--- src/design/rud_pkg.sv ---
// shared constants and types for the restoring unsigned divider
`default_nettype none

package rud_pkg;

    localparam int DATA_W        = 16;
    localparam int CFG_W         = 5;
    localparam int WIDTH_DEFAULT = 16;

    localparam logic [CFG_W-1:0] OPERAND_BITS_RESET = 5'd16;

    // per-cycle controls broadcast along the cell row
    typedef struct packed {
        logic load;
        logic step;
        logic keep;
    } rud_cell_ctrl_t;

endpackage

`default_nettype wire

--- src/design/rud_cfg_if.sv ---
// configuration write channel carrying the operand bit count
`default_nettype none

interface rud_cfg_if;
    import rud_pkg::*;

    logic             valid;
    logic             ready;
    logic [CFG_W-1:0] operand_bits;

    modport source (output valid, output operand_bits, input ready);
    modport sink (input valid, input operand_bits, output ready);

endinterface

`default_nettype wire

--- src/design/rud_in_if.sv ---
// operand channel carrying dividend and divisor
`default_nettype none

interface rud_in_if;
    import rud_pkg::*;

    logic              valid;
    logic              ready;
    logic [DATA_W-1:0] dividend;
    logic [DATA_W-1:0] divisor;

    modport source (output valid, output dividend, output divisor, input ready);
    modport sink (input valid, input dividend, input divisor, output ready);

endinterface

`default_nettype wire

--- src/design/rud_out_if.sv ---
// result channel carrying quotient and remainder
`default_nettype none

interface rud_out_if;
    import rud_pkg::*;

    logic              valid;
    logic              ready;
    logic [DATA_W-1:0] quotient;
    logic [DATA_W-1:0] remainder;

    modport source (output valid, output quotient, output remainder, input ready);
    modport sink (input valid, input quotient, input remainder, output ready);

endinterface

`default_nettype wire

--- src/design/rud_cell.sv ---
// one bit slice of the divider: remainder, quotient and divisor bits with a borrow stage
`default_nettype none

module rud_cell (
    input  wire logic                    clk,
    input  wire rud_pkg::rud_cell_ctrl_t ctrl,
    input  wire logic                    load_q,
    input  wire logic                    load_m,
    input  wire logic                    a_in,
    input  wire logic                    q_in,
    input  wire logic                    borrow_in,
    output logic                         a,
    output logic                         q,
    output logic                         m,
    output logic                         borrow_out
);
    import rud_pkg::*;

    logic a_reg, a_next;
    logic q_reg, q_next;
    logic m_reg, m_next;
    logic diff;

    // trial subtract of the divisor bit from the shifted remainder bit
    assign diff       = a_in ^ m_reg ^ borrow_in;
    assign borrow_out = (~a_in & m_reg) | (~a_in & borrow_in) | (m_reg & borrow_in);

    always_comb
    begin
        a_next = a_reg;
        q_next = q_reg;
        m_next = m_reg;
        if (ctrl.load)
        begin
            a_next = 1'b0;
            q_next = load_q;
            m_next = load_m;
        end
        else if (ctrl.step)
        begin
            a_next = ctrl.keep ? diff : a_in;
            q_next = q_in;
        end
    end

    always_ff @(posedge clk)
    begin
        a_reg <= a_next;
        q_reg <= q_next;
        m_reg <= m_next;
    end

    assign a = a_reg;
    assign q = q_reg;
    assign m = m_reg;

endmodule

`default_nettype wire

--- src/design/restoring_unsigned_divider.sv ---
// restoring unsigned divider: one quotient bit per cycle through a row of bit-slice cells
// n = operand_bits clamped to 1..WIDTH gives the quotient bits computed; the result then goes to the output register
// a new item is accepted only as the previous one finishes; each round runs one borrow ripple across the row
// a waiting result sits in the output register while the next item is accepted
// reset (rst_n low, asynchronous) clears control and valid flags and sets operand_bits to 16
`default_nettype none

module restoring_unsigned_divider #(
    parameter int WIDTH = rud_pkg::WIDTH_DEFAULT
) (
    input  wire logic  clk,
    input  wire logic  rst_n,
    rud_cfg_if.sink    cfg,
    rud_in_if.sink     operands,
    rud_out_if.source  results
);
    import rud_pkg::*;

    localparam int CW    = WIDTH + 1;
    localparam int CNT_W = $clog2(WIDTH + 1);

    logic [CFG_W-1:0]  operand_bits_reg, operand_bits_next;
    logic              busy_reg, busy_next;
    logic [CNT_W-1:0]  count_reg, count_next;
    logic              out_valid_reg, out_valid_next;
    logic [DATA_W-1:0] quotient_reg, quotient_next;
    logic [DATA_W-1:0] remainder_reg, remainder_next;

    logic [CNT_W-1:0]  n_eff;
    logic [CNT_W-1:0]  align_sh;
    logic [CW-1:0]     mask;
    logic [CW-1:0]     q_load;
    logic [CW-1:0]     m_load;
    logic [CW-1:0]     a_vec, q_vec, m_vec, borrow_vec;
    logic [CW-1:0]     a_shift_in, q_shift_in, borrow_in_vec;
    logic              accept;
    logic              finish;
    logic              in_ready;
    rud_cell_ctrl_t    ctrl;

    // clamp the configured bit count to 1..WIDTH
    always_comb
    begin
        if (operand_bits_reg == '0)
            n_eff = CNT_W'(1);
        else if (32'(operand_bits_reg) > WIDTH)
            n_eff = CNT_W'(WIDTH);
        else
            n_eff = CNT_W'(operand_bits_reg);
    end

    // dividend is left-aligned so its top active bit sits in the top cell
    assign align_sh = CNT_W'(WIDTH + 1 - 32'(n_eff));
    assign mask     = ~({CW{1'b1}} << n_eff);
    assign q_load   = CW'(operands.dividend) << align_sh;
    assign m_load   = CW'(operands.divisor) & mask;

    assign finish   = busy_reg && (count_reg == '0) && (!out_valid_reg || results.ready);
    assign in_ready = !busy_reg || finish;
    assign accept   = operands.valid && in_ready;

    assign ctrl.load = accept;
    assign ctrl.step = busy_reg && (count_reg != '0);
    assign ctrl.keep = ~borrow_vec[CW-1];

    assign a_shift_in    = {a_vec[CW-2:0], q_vec[CW-1]};
    assign q_shift_in    = {q_vec[CW-2:0], ctrl.keep};
    assign borrow_in_vec = {borrow_vec[CW-2:0], 1'b0};

    for (genvar i = 0; i < CW; i++)
    begin : g_cell
        rud_cell u_cell (
            .clk        (clk),
            .ctrl       (ctrl),
            .load_q     (q_load[i]),
            .load_m     (m_load[i]),
            .a_in       (a_shift_in[i]),
            .q_in       (q_shift_in[i]),
            .borrow_in  (borrow_in_vec[i]),
            .a          (a_vec[i]),
            .q          (q_vec[i]),
            .m          (m_vec[i]),
            .borrow_out (borrow_vec[i])
        );
    end

    always_comb
    begin
        operand_bits_next = operand_bits_reg;
        busy_next         = busy_reg;
        count_next        = count_reg;
        out_valid_next    = out_valid_reg;
        quotient_next     = quotient_reg;
        remainder_next    = remainder_reg;

        if (cfg.valid)
            operand_bits_next = cfg.operand_bits;

        if (results.ready)
            out_valid_next = 1'b0;

        if (finish)
        begin
            busy_next      = 1'b0;
            out_valid_next = 1'b1;
            quotient_next  = DATA_W'(q_vec[WIDTH-1:0]);
            remainder_next = DATA_W'(a_vec[WIDTH-1:0]);
        end

        if (accept)
        begin
            busy_next  = 1'b1;
            count_next = n_eff;
        end
        else if (ctrl.step)
            count_next = count_reg - CNT_W'(1);
    end

    always_ff @(posedge clk or negedge rst_n)
    begin
        if (!rst_n)
        begin
            operand_bits_reg <= OPERAND_BITS_RESET;
            busy_reg         <= 1'b0;
            count_reg        <= '0;
            out_valid_reg    <= 1'b0;
        end
        else
        begin
            operand_bits_reg <= operand_bits_next;
            busy_reg         <= busy_next;
            count_reg        <= count_next;
            out_valid_reg    <= out_valid_next;
        end
    end

    always_ff @(posedge clk)
    begin
        quotient_reg  <= quotient_next;
        remainder_reg <= remainder_next;
    end

    assign cfg.ready         = 1'b1;
    assign operands.ready    = in_ready;
    assign results.valid     = out_valid_reg;
    assign results.quotient  = quotient_reg;
    assign results.remainder = remainder_reg;

    // a new transaction starts a full run of rounds
    a_load_count: assert property (@(posedge clk) disable iff (!rst_n)
        accept |=> busy_reg && (count_reg == $past(n_eff)))
        else $error("round counter not loaded on operand transaction");

    // no item leaves before its rounds are done
    a_no_early_finish: assert property (@(posedge clk) disable iff (!rst_n)
        (busy_reg && (count_reg != '0)) |=> busy_reg)
        else $error("divider left busy before rounds completed");

    // a result only appears from a completed run
    a_result_source: assert property (@(posedge clk) disable iff (!rst_n)
        $rose(results.valid) |-> $past(busy_reg && (count_reg == '0)))
        else $error("result valid without a completed run");

    // final partial remainder is below a nonzero divisor
    a_remainder_bound: assert property (@(posedge clk) disable iff (!rst_n)
        (busy_reg && (count_reg == '0) && (m_vec != '0)) |-> (a_vec < m_vec))
        else $error("remainder not below divisor");

endmodule

`default_nettype wire
--- src/flat_wrapper.sv ---
// flat-port wrapper written by rule: the top's interface ports become plain ports
module restoring_unsigned_divider_flat import rud_pkg::*;
#(
    parameter int WIDTH = rud_pkg::WIDTH_DEFAULT
)
  (clk, rst_n, cfg_valid, cfg_operand_bits, cfg_ready, operands_valid, operands_dividend, operands_divisor, operands_ready, results_valid, results_quotient, results_remainder, results_ready);
  rud_cfg_if cfg_i ();
  rud_in_if operands_i ();
  rud_out_if results_i ();
  input  wire logic clk;
  input  wire logic rst_n;
  input wire logic [$bits(cfg_i.valid)-1:0] cfg_valid;
  input wire logic [$bits(cfg_i.operand_bits)-1:0] cfg_operand_bits;
  output wire logic [$bits(cfg_i.ready)-1:0] cfg_ready;
  input wire logic [$bits(operands_i.valid)-1:0] operands_valid;
  input wire logic [$bits(operands_i.dividend)-1:0] operands_dividend;
  input wire logic [$bits(operands_i.divisor)-1:0] operands_divisor;
  output wire logic [$bits(operands_i.ready)-1:0] operands_ready;
  output wire logic [$bits(results_i.valid)-1:0] results_valid;
  output wire logic [$bits(results_i.quotient)-1:0] results_quotient;
  output wire logic [$bits(results_i.remainder)-1:0] results_remainder;
  input wire logic [$bits(results_i.ready)-1:0] results_ready;
  assign cfg_i.valid = cfg_valid;
  assign cfg_i.operand_bits = cfg_operand_bits;
  assign cfg_ready = cfg_i.ready;
  assign operands_i.valid = operands_valid;
  assign operands_i.dividend = operands_dividend;
  assign operands_i.divisor = operands_divisor;
  assign operands_ready = operands_i.ready;
  assign results_valid = results_i.valid;
  assign results_quotient = results_i.quotient;
  assign results_remainder = results_i.remainder;
  assign results_i.ready = results_ready;
  restoring_unsigned_divider #(.WIDTH(WIDTH)) u_core (.clk(clk), .rst_n(rst_n), .cfg(cfg_i), .operands(operands_i), .results(results_i));
endmodule
--- config.mk ---
export PLATFORM = sky130hd
export DESIGN_NAME = restoring_unsigned_divider_flat
export DESIGN_NICKNAME = d
export VERILOG_FILES = /design/src/design/rud_pkg.sv /design/src/design/rud_cfg_if.sv /design/src/design/rud_in_if.sv /design/src/design/rud_out_if.sv /design/src/design/rud_cell.sv /design/src/design/restoring_unsigned_divider.sv /design/src/flat_wrapper.sv
export SDC_FILE = /design/constraint.sdc
export NUM_CORES = 1
export LEC_CHECK = 0
export BUFFER_PORTS_ARGS = -buffer_cell sky130_fd_sc_hd__buf_2
export CORE_MARGIN = 2
export CORE_UTILIZATION = 35
export CTS_BUF_LIST = sky130_fd_sc_hd__clkbuf_16
export CTS_CLUSTER_SIZE = 25
export DETAILED_ROUTE_END_ITERATION = 10
export PLACE_DENSITY = 0.55
export SLEW_MARGIN = 20
export SYNTH_ARGS = -nofsm -noshare
export SYNTH_HDL_FRONTEND = slang
export SYNTH_SLANG_ARGS = --single-unit
--- constraint.sdc ---
create_clock -name clk -period 14.5 [get_ports clk]
set_clock_uncertainty 0.15 [all_clocks]
set_input_delay 0 -clock clk [delete_from_list [all_inputs] [get_ports clk]]
set_output_delay 0 -clock clk [all_outputs]
set_load 0.01 [all_outputs]
==> summary.txt, run 1 <==
Run status
  – Status: finished clean

Global route
  – Initial antenna violation count: 0
  – Total GRT Usage: 17.41%
  – Vias in the first global route: 3722
  – First-pass GRT wire length: 20190 microns
  – Largest net degree at the start of global routing: 34
  – Total grt overflow: 0

Finish
  – Antenna diode count: 0
  – Max reg flops: 17
  – Fillcell total: 1362
  – Number of nets in the layout: 625
  – Area grow syn2layout: 23.03%
  – Layout cells sized above 1: 20.11%

Worst setup path
  – Crit-path cells: inv_1 > ha_1 > fa_1 > fa_1 > fa_1 > fa_1 > fa_1 > fa_1 > fa_1 > fa_1 > fa_1 > fa_1 > fa_1 > fa_1 > fa_1 > fa_1 > fa_1 > nand2b_1 > nor2_1 > a211oi_1 > a21oi_1 > nor2_1
  – Most common cell on crit path: fa_1
  – Critical path startpoint category: flop
  – Delay-heaviest family, CP: adder cells
  – Setup CP Type: flop to flop
  – Slowest CP cell: nand2b_1
  – Crit. End Element: flop
  – Worst-path fanout max: 32
  – Slowest stage delay, CP: 0.74 ns
  – Critical path arrival: 9.22 ns
  – Worst Path Buf+Inv: 1
  – Critical Path RT: 14.62 ns

Detailed routing
  – Post-Route M1 WL: 5995 microns
  – Vias post-DR: 3925
  – Metal2 WL: 5447 microns
  – Drt wl/cell: 16.63 microns
  – DR WL met3: 750 microns
  – Via-to-Cell Ratio: 5.254
  – Final ANT Viol Nets: 0
  – 1st-iter DRT viols: 300
  – DRC: 0
  – Routed wire length: 12420 microns
  – DR top layer: met4
  – TritonRoute pass-1 iters: 5

Timing
  – Max-Slew Margin vs Limit: 31.00%
  – Final setup vio count: 0
  – Period utilisation layout: 62.78%
  – Fin worst setup slack: 5.396 ns
  – Tightest Pin Transition: 1.035 ns
  – Slew Limit Fails: 0
  – Hold Fails Final Rpt: 0
  – FMAX: 109.8 MHz
  – RSZ-0062 raised after global routing: false
  – Setup TNS: 0 ns
  – Crit path time final: 9.104 ns

Synth
  – Synthesized Nets: 534
  – Synth Warn #: 0
  – Top_reg_cell synth: edfxtp_1
  – Synthesis-stage register bit count: 93
  – Sequential fraction of the synthesis area: 51.61%
  – Synth area leaders: edfxtp_1, dfxtp_1, fa_1
  – Post-synth cell types: 62
  – Yosys top cell by area: edfxtp_1
  – Mapped Cells: 471
  – Synth top cells by count: edfxtp_1, nor2_1, nand2_1, o21ai_0
  – Area share of the largest cell type after synthesis: 39.14%
  – Synthesized area per cell: 10.59 sq um
  – Asr flop ratio synth: 12.90%
  – Mapped cell area: 4987 sq um
  – EDFF count, synth: 65
  – Most numerous cell in the Yosys netlist: edfxtp_1

Die
  – Die area: 15220 sq um
  – Number of core rows: 43
  – Chip height: 123.4 microns
  – Starting density of the core: 35.93%
  – IO Pins: 77
  – Core Region: 13880 sq um
  – Die width: 123.4 microns

Flow run
  – MaxCap Viol Count: 0

CTS
  – Clock Root Buffer: clkbuf_16
  – Clock sink count: 93
  – Setup Fix Bufs, Post-CTS: 0
  – Clock Latency Late Sink: 0.34 ns
  – Post_cts resized: 0
  – Quantity of hold-fixing buffers added after cts: 34
  – Clk pin slew, worst setup/hold paths: 0.06 ns
  – TritonCTS Buffers: 9
  – H-tree depth: 3
  – TritonCTS clock tree: yes
  – Clk buf depth: 2

Worst hold path
  – Worst Hold Class: primary input to flop

Pwr
  – Leak: 2.431 nW
  – Max IR drop VDD: 0.00006198 V
  – Pwr dens: 189.0 nW/um^2
  – Final Power: 0.001160 W

Placement
  – Pre-CTS setup slack: 5.350 ns
  – IO Port Bufs: 75
  – DP HPWL: 8864 microns
  – RePlAce Congestion: 0.8947
layer usage:
| metal | global-route usage [%] | vias to the layer above |
|---|---|---|
| li1 | - | 1888 |
| met1 | 25.58 | 1893 |
| met2 | 25.27 | 128 |
| met3 | 3.321 | 16 |
| met4 | 6.747 | 0 |
| met5 | 0 | - |
kinds of logic after synthesis:
group | after synthesis | synth area share [%]
multiplexers | 18 | 4.165
AO/OA/AOI/OAI | 127 | 16.73
other | 1 | 0.07519
flip-flops | 93 | 51.61
AND/OR/NAND/NOR | 147 | 14.35
adder cells (fa/ha/maj) | 21 | 7.526
buffers and inverters | 61 | 5.018
XOR/XNOR | 3 | 0.5269
path summary, 6_finish.rpt:
kind	startpoint	endpoint	slack, ns	cells past startpoint
hold reg to reg	u_core.g_cell[12].u_cell.q	u_core.results.quotient[12]	0.30	0
min in group asynchronous	rst_n	u_core.operand_bits_reg[4]	0.51	3
setup / recovery	u_core.g_cell[16].u_cell.q	u_core.g_cell[8].u_cell.a	5.40	22
max in group asynchronous	rst_n	u_core.count_reg[1]	12.68	4
hold / removal	operands_dividend[15]	u_core.g_cell[16].u_cell.q	0.07	4
setup reg to reg	u_core.g_cell[16].u_cell.q	u_core.g_cell[8].u_cell.a	5.40	22
worst min-delay path, delay by kind of cell:
family | cells | cell delay, ns
simple gates | 3 | 0.26
buf+inv | 1 | 0.12
cells in the final DEF, fill, tap and decap left out, drive strengths merged, types with 5 or more instances in the layout:
cell	count
a21oi	26
inv	32
nor2	45
nand2b	9
fa	15
edfxtp	65
mux2	12
nand3	21
ha	6
dfrtp	11
nand2	36
o21ai	29
buf	79
dlygate4sd3	34
mux2i	5
nor4	6
clkbuf	9
dfxtp	16
nor2b	9
a211oi	18
nor3	7
a31oi	10
a21boi	7
power by group:
group | switching, W | internal (W)
clock network | 0.0000974 | 0.000150
registers | 0.0000631 | 0.000409
logic | 0.000255 | 0.000185
total | 0.000416 | 0.000744
stage by stage:
stage	util [%]	hold slack (ns)	cells	area, sq um
detailed placement	39.47	-0.2391	697	5479
global placement	39.47	-0.2464	697	5479
floorplan	-	-0.4456	471	4987
finish	44.20	0.06550	747	6136
global route	44.20	0.06847	747	6136
CTS	44.19	0.03979	747	6133
layout make-up:
cell class | count | area [sq um] | share of cell area [%]
sequential | 93 | 2574 | 41.95
multi-input combinational | 317 | 2172 | 35.40
timing repair buffer | 113 | 745.7 | 12.15
clock buffer | 9 | 225.2 | 3.670
tap | 180 | 225.2 | 3.670
inverter | 28 | 105.1 | 1.713
clock inverter | 7 | 88.84 | 1.448
(Power assumes the default switching activity.)
==> inputs of run 2 (changes only) <==
PLACE_DENSITY = 0.57   (was 0.55)
clock period = 7.37 ns   (was 14.5 ns; I/O delays follow)
==> run 2 against run 1 <==
Critical path depth grew 1. Final area is 2.0% higher. Register-to-register slack worse by 5.2 ns. Sequential power increased by 96%. Sequential share of layout area fell by 0.83 points. First-iteration DRC count increased by 6.0%. Highest routed layer unchanged. Combinational power increased by 130%. Critical endpoint is now u_core.g_cell[7].u_cell.a. Maximum frequency increased by 27%.
==> summary.txt, run 2 (synthesis results as in run 1) <==
Run status
  – Status: finished clean

Pwr
  – Max IR drop VDD: 0.0001406 V
  – Pwr dens: 374.6 nW/um^2
  – Leak: 2.454 nW

Placement
  – Placed Instances: 701
  – RePlAce Congestion: 0.8921
  – Placed cell area: 5557 sq um
  – IO Port Bufs: 75
  – DP HPWL: 8303 microns

CTS
  – Clk buf depth: 2
  – Clock Latency Late Sink: 0.33 ns
  – TritonCTS clock tree: yes
  – Clk pin slew, worst setup/hold paths: 0.06 ns
  – Clock Root Buffer: clkbuf_16
  – H-tree depth: 3
  – Clock sink count: 93
  – TritonCTS Buffers: 9

Global route
  – Total grt overflow: 0
  – Total GRT Usage: 16.68%
  – Largest net degree at the start of global routing: 33
  – Vias in the first global route: 3865
  – Initial antenna violation count: 0
  – First-pass GRT wire length: 19340 microns

Detailed routing
  – Drt wl/cell: 16.33 microns
  – Via-to-Cell Ratio: 5.252
  – 1st-iter DRT viols: 318
  – Vias post-DR: 3955
  – Routed wire length: 12300 microns
  – Final ANT Viol Nets: 0
  – DRC: 0
  – TritonRoute pass-1 iters: 5

Worst setup path
  – Reg2reg path depth: 23
  – Worst-path fanout max: 15
  – Delay-heaviest family, CP: adder cells
  – Most common cell on crit path: fa_2
  – Setup CP Type: flop to flop
  – Crit-path cells: inv_1 > ha_1 > fa_2 > fa_2 > fa_2 > fa_2 > fa_2 > fa_2 > fa_2 > fa_2 > fa_2 > fa_2 > fa_2 > fa_2 > fa_2 > fa_2 > fa_2 > nand2b_4 > buf_12 > buf_16 > a211oi_2 > a21oi_1 > nor2_1
  – Slowest stage delay, CP: 0.43 ns
  – Critical Path RT: 7.43 ns
  – Slowest CP cell: fa_2
  – Critical path arrival: 7.22 ns
  – Crit. End Element: flop
  – Worst Path Buf+Inv: 3
  – Critical path startpoint category: flop
  – Cell count along the critical path: 23

Finish
  – Final std cells w/o fill: 753
  – Area grow syn2layout: 25.51%
  – Post-Layout Inst Area: 6260 sq um
  – Number of nets in the layout: 631
  – Commonest non-fill, non-tap cells in the layout: buf_2, edfxtp_1, nor2_1
  – Layout cells sized above 1: 25.13%
  – Post-layout util: 45.10%
  – Max reg flops: 17
  – Antenna diode count: 0
  – Commonest non-fill, non-tap cell in the layout: buf_2

Die
  – Starting density of the core: 35.93%
  – Core Region: 13880 sq um
  – Die area: 15220 sq um
  – IO Pins: 77
  – Chip height: 123.4 microns
  – Number of core rows: 43
  – Die width: 123.4 microns

Worst hold path
  – WHS Path Cells: 3
  – Worst Hold Class: primary input to flop

Timing
  – Hold Fails Final Rpt: 0
  – FMAX: 139.7 MHz
  – Setup TNS: 0 ns
  – Max-Slew Margin vs Limit: 39.30%
  – Final setup vio count: 0
  – Crit path time final: 7.157 ns
  – Slew Limit Fails: 0
  – Tightest Pin Transition: 0.9105 ns
  – Period utilisation layout: 97.11%
  – Fin Hold WS: 0.05494 ns

Flow run
  – MaxCap Viol Count: 0
run 2: cell count changes in the layout (fill, tap and decap cells not counted), sizes merged:
cell,previous run,this run
buf,79,86
bufinv,2,0
clkinv,1,3
clkinvlp,0,2
dlygate4sd3,34,33
inv,32,30
run 2: power by group:
| group | internal [W] | switching [W] |
|---|---|---|
| Combinational | 0.000455 | 0.000545 |
| Sequential | 0.000804 | 0.000120 |
| Clock | 0.000227 | 0.000194 |
run 2: tightest hold or removal path: stages:
cell	delay (ns)
buf_2	0.15
nand3_1	0.12
o21ai_0	0.09
run 2: stage by stage:
| step | total power (W) | setup WS, ns |
|---|---|---|
| floorplan | 0.001573 | 0.06089 |
| global placement | 0.001779 | -0.07741 |
| detailed placement | 0.001811 | -0.1648 |
| CTS | 0.002313 | 0.004695 |
| global route | 0.002529 | -0.01806 |
| finish | 0.002345 | 0.2129 |
run 2: final timing paths:
check	to	slack, ns	startpoint
hold / removal	u_core.g_cell[0].u_cell.q	0.05	operands_dividend[0]
min in group asynchronous	u_core.operand_bits_reg[4]	0.53	rst_n
setup reg to reg	u_core.g_cell[7].u_cell.a	0.21	u_core.g_cell[16].u_cell.q
max in group asynchronous	u_core.count_reg[0]	5.63	rst_n
setup / recovery	u_core.g_cell[7].u_cell.a	0.21	u_core.g_cell[16].u_cell.q
hold reg to reg	u_core.results.quotient[12]	0.30	u_core.g_cell[12].u_cell.q
run 2: final cells by class:
cell class	instances	area, sq um
timing repair buffer	119	833.3
clock buffer	9	225.2
clock inverter	7	42.54
tap	180	225.2
inverter	28	105.1
sequential	93	2574
fill	1325	7621
multi-input combinational	317	2255
run 2: routing by layer:
metal / vias up / global-route usage, % / part of all wire [%]
met5: - / 0 / 0
met4: 0 / 6.321 / 2.2
met3: 24 / 3.275 / 5.0
met2: 124 / 26.27 / 46
met1: 1907 / 22.75 / 46
li1: 1900 / - / -
run 2: repair_timing:
| item | in CTS | in global routing |
|---|---|---|
| buffers inserted | 2 | 0 |
| setup endpoints to repair | 16 | 17 |
| pin swaps | 1 | 8 |
| cloned | 1 | 0 |
| resized for setup | 5 | 6 |
| endpoints found under the hold margin | 35 | 0 |
| hold buffers | 33 | 0 |
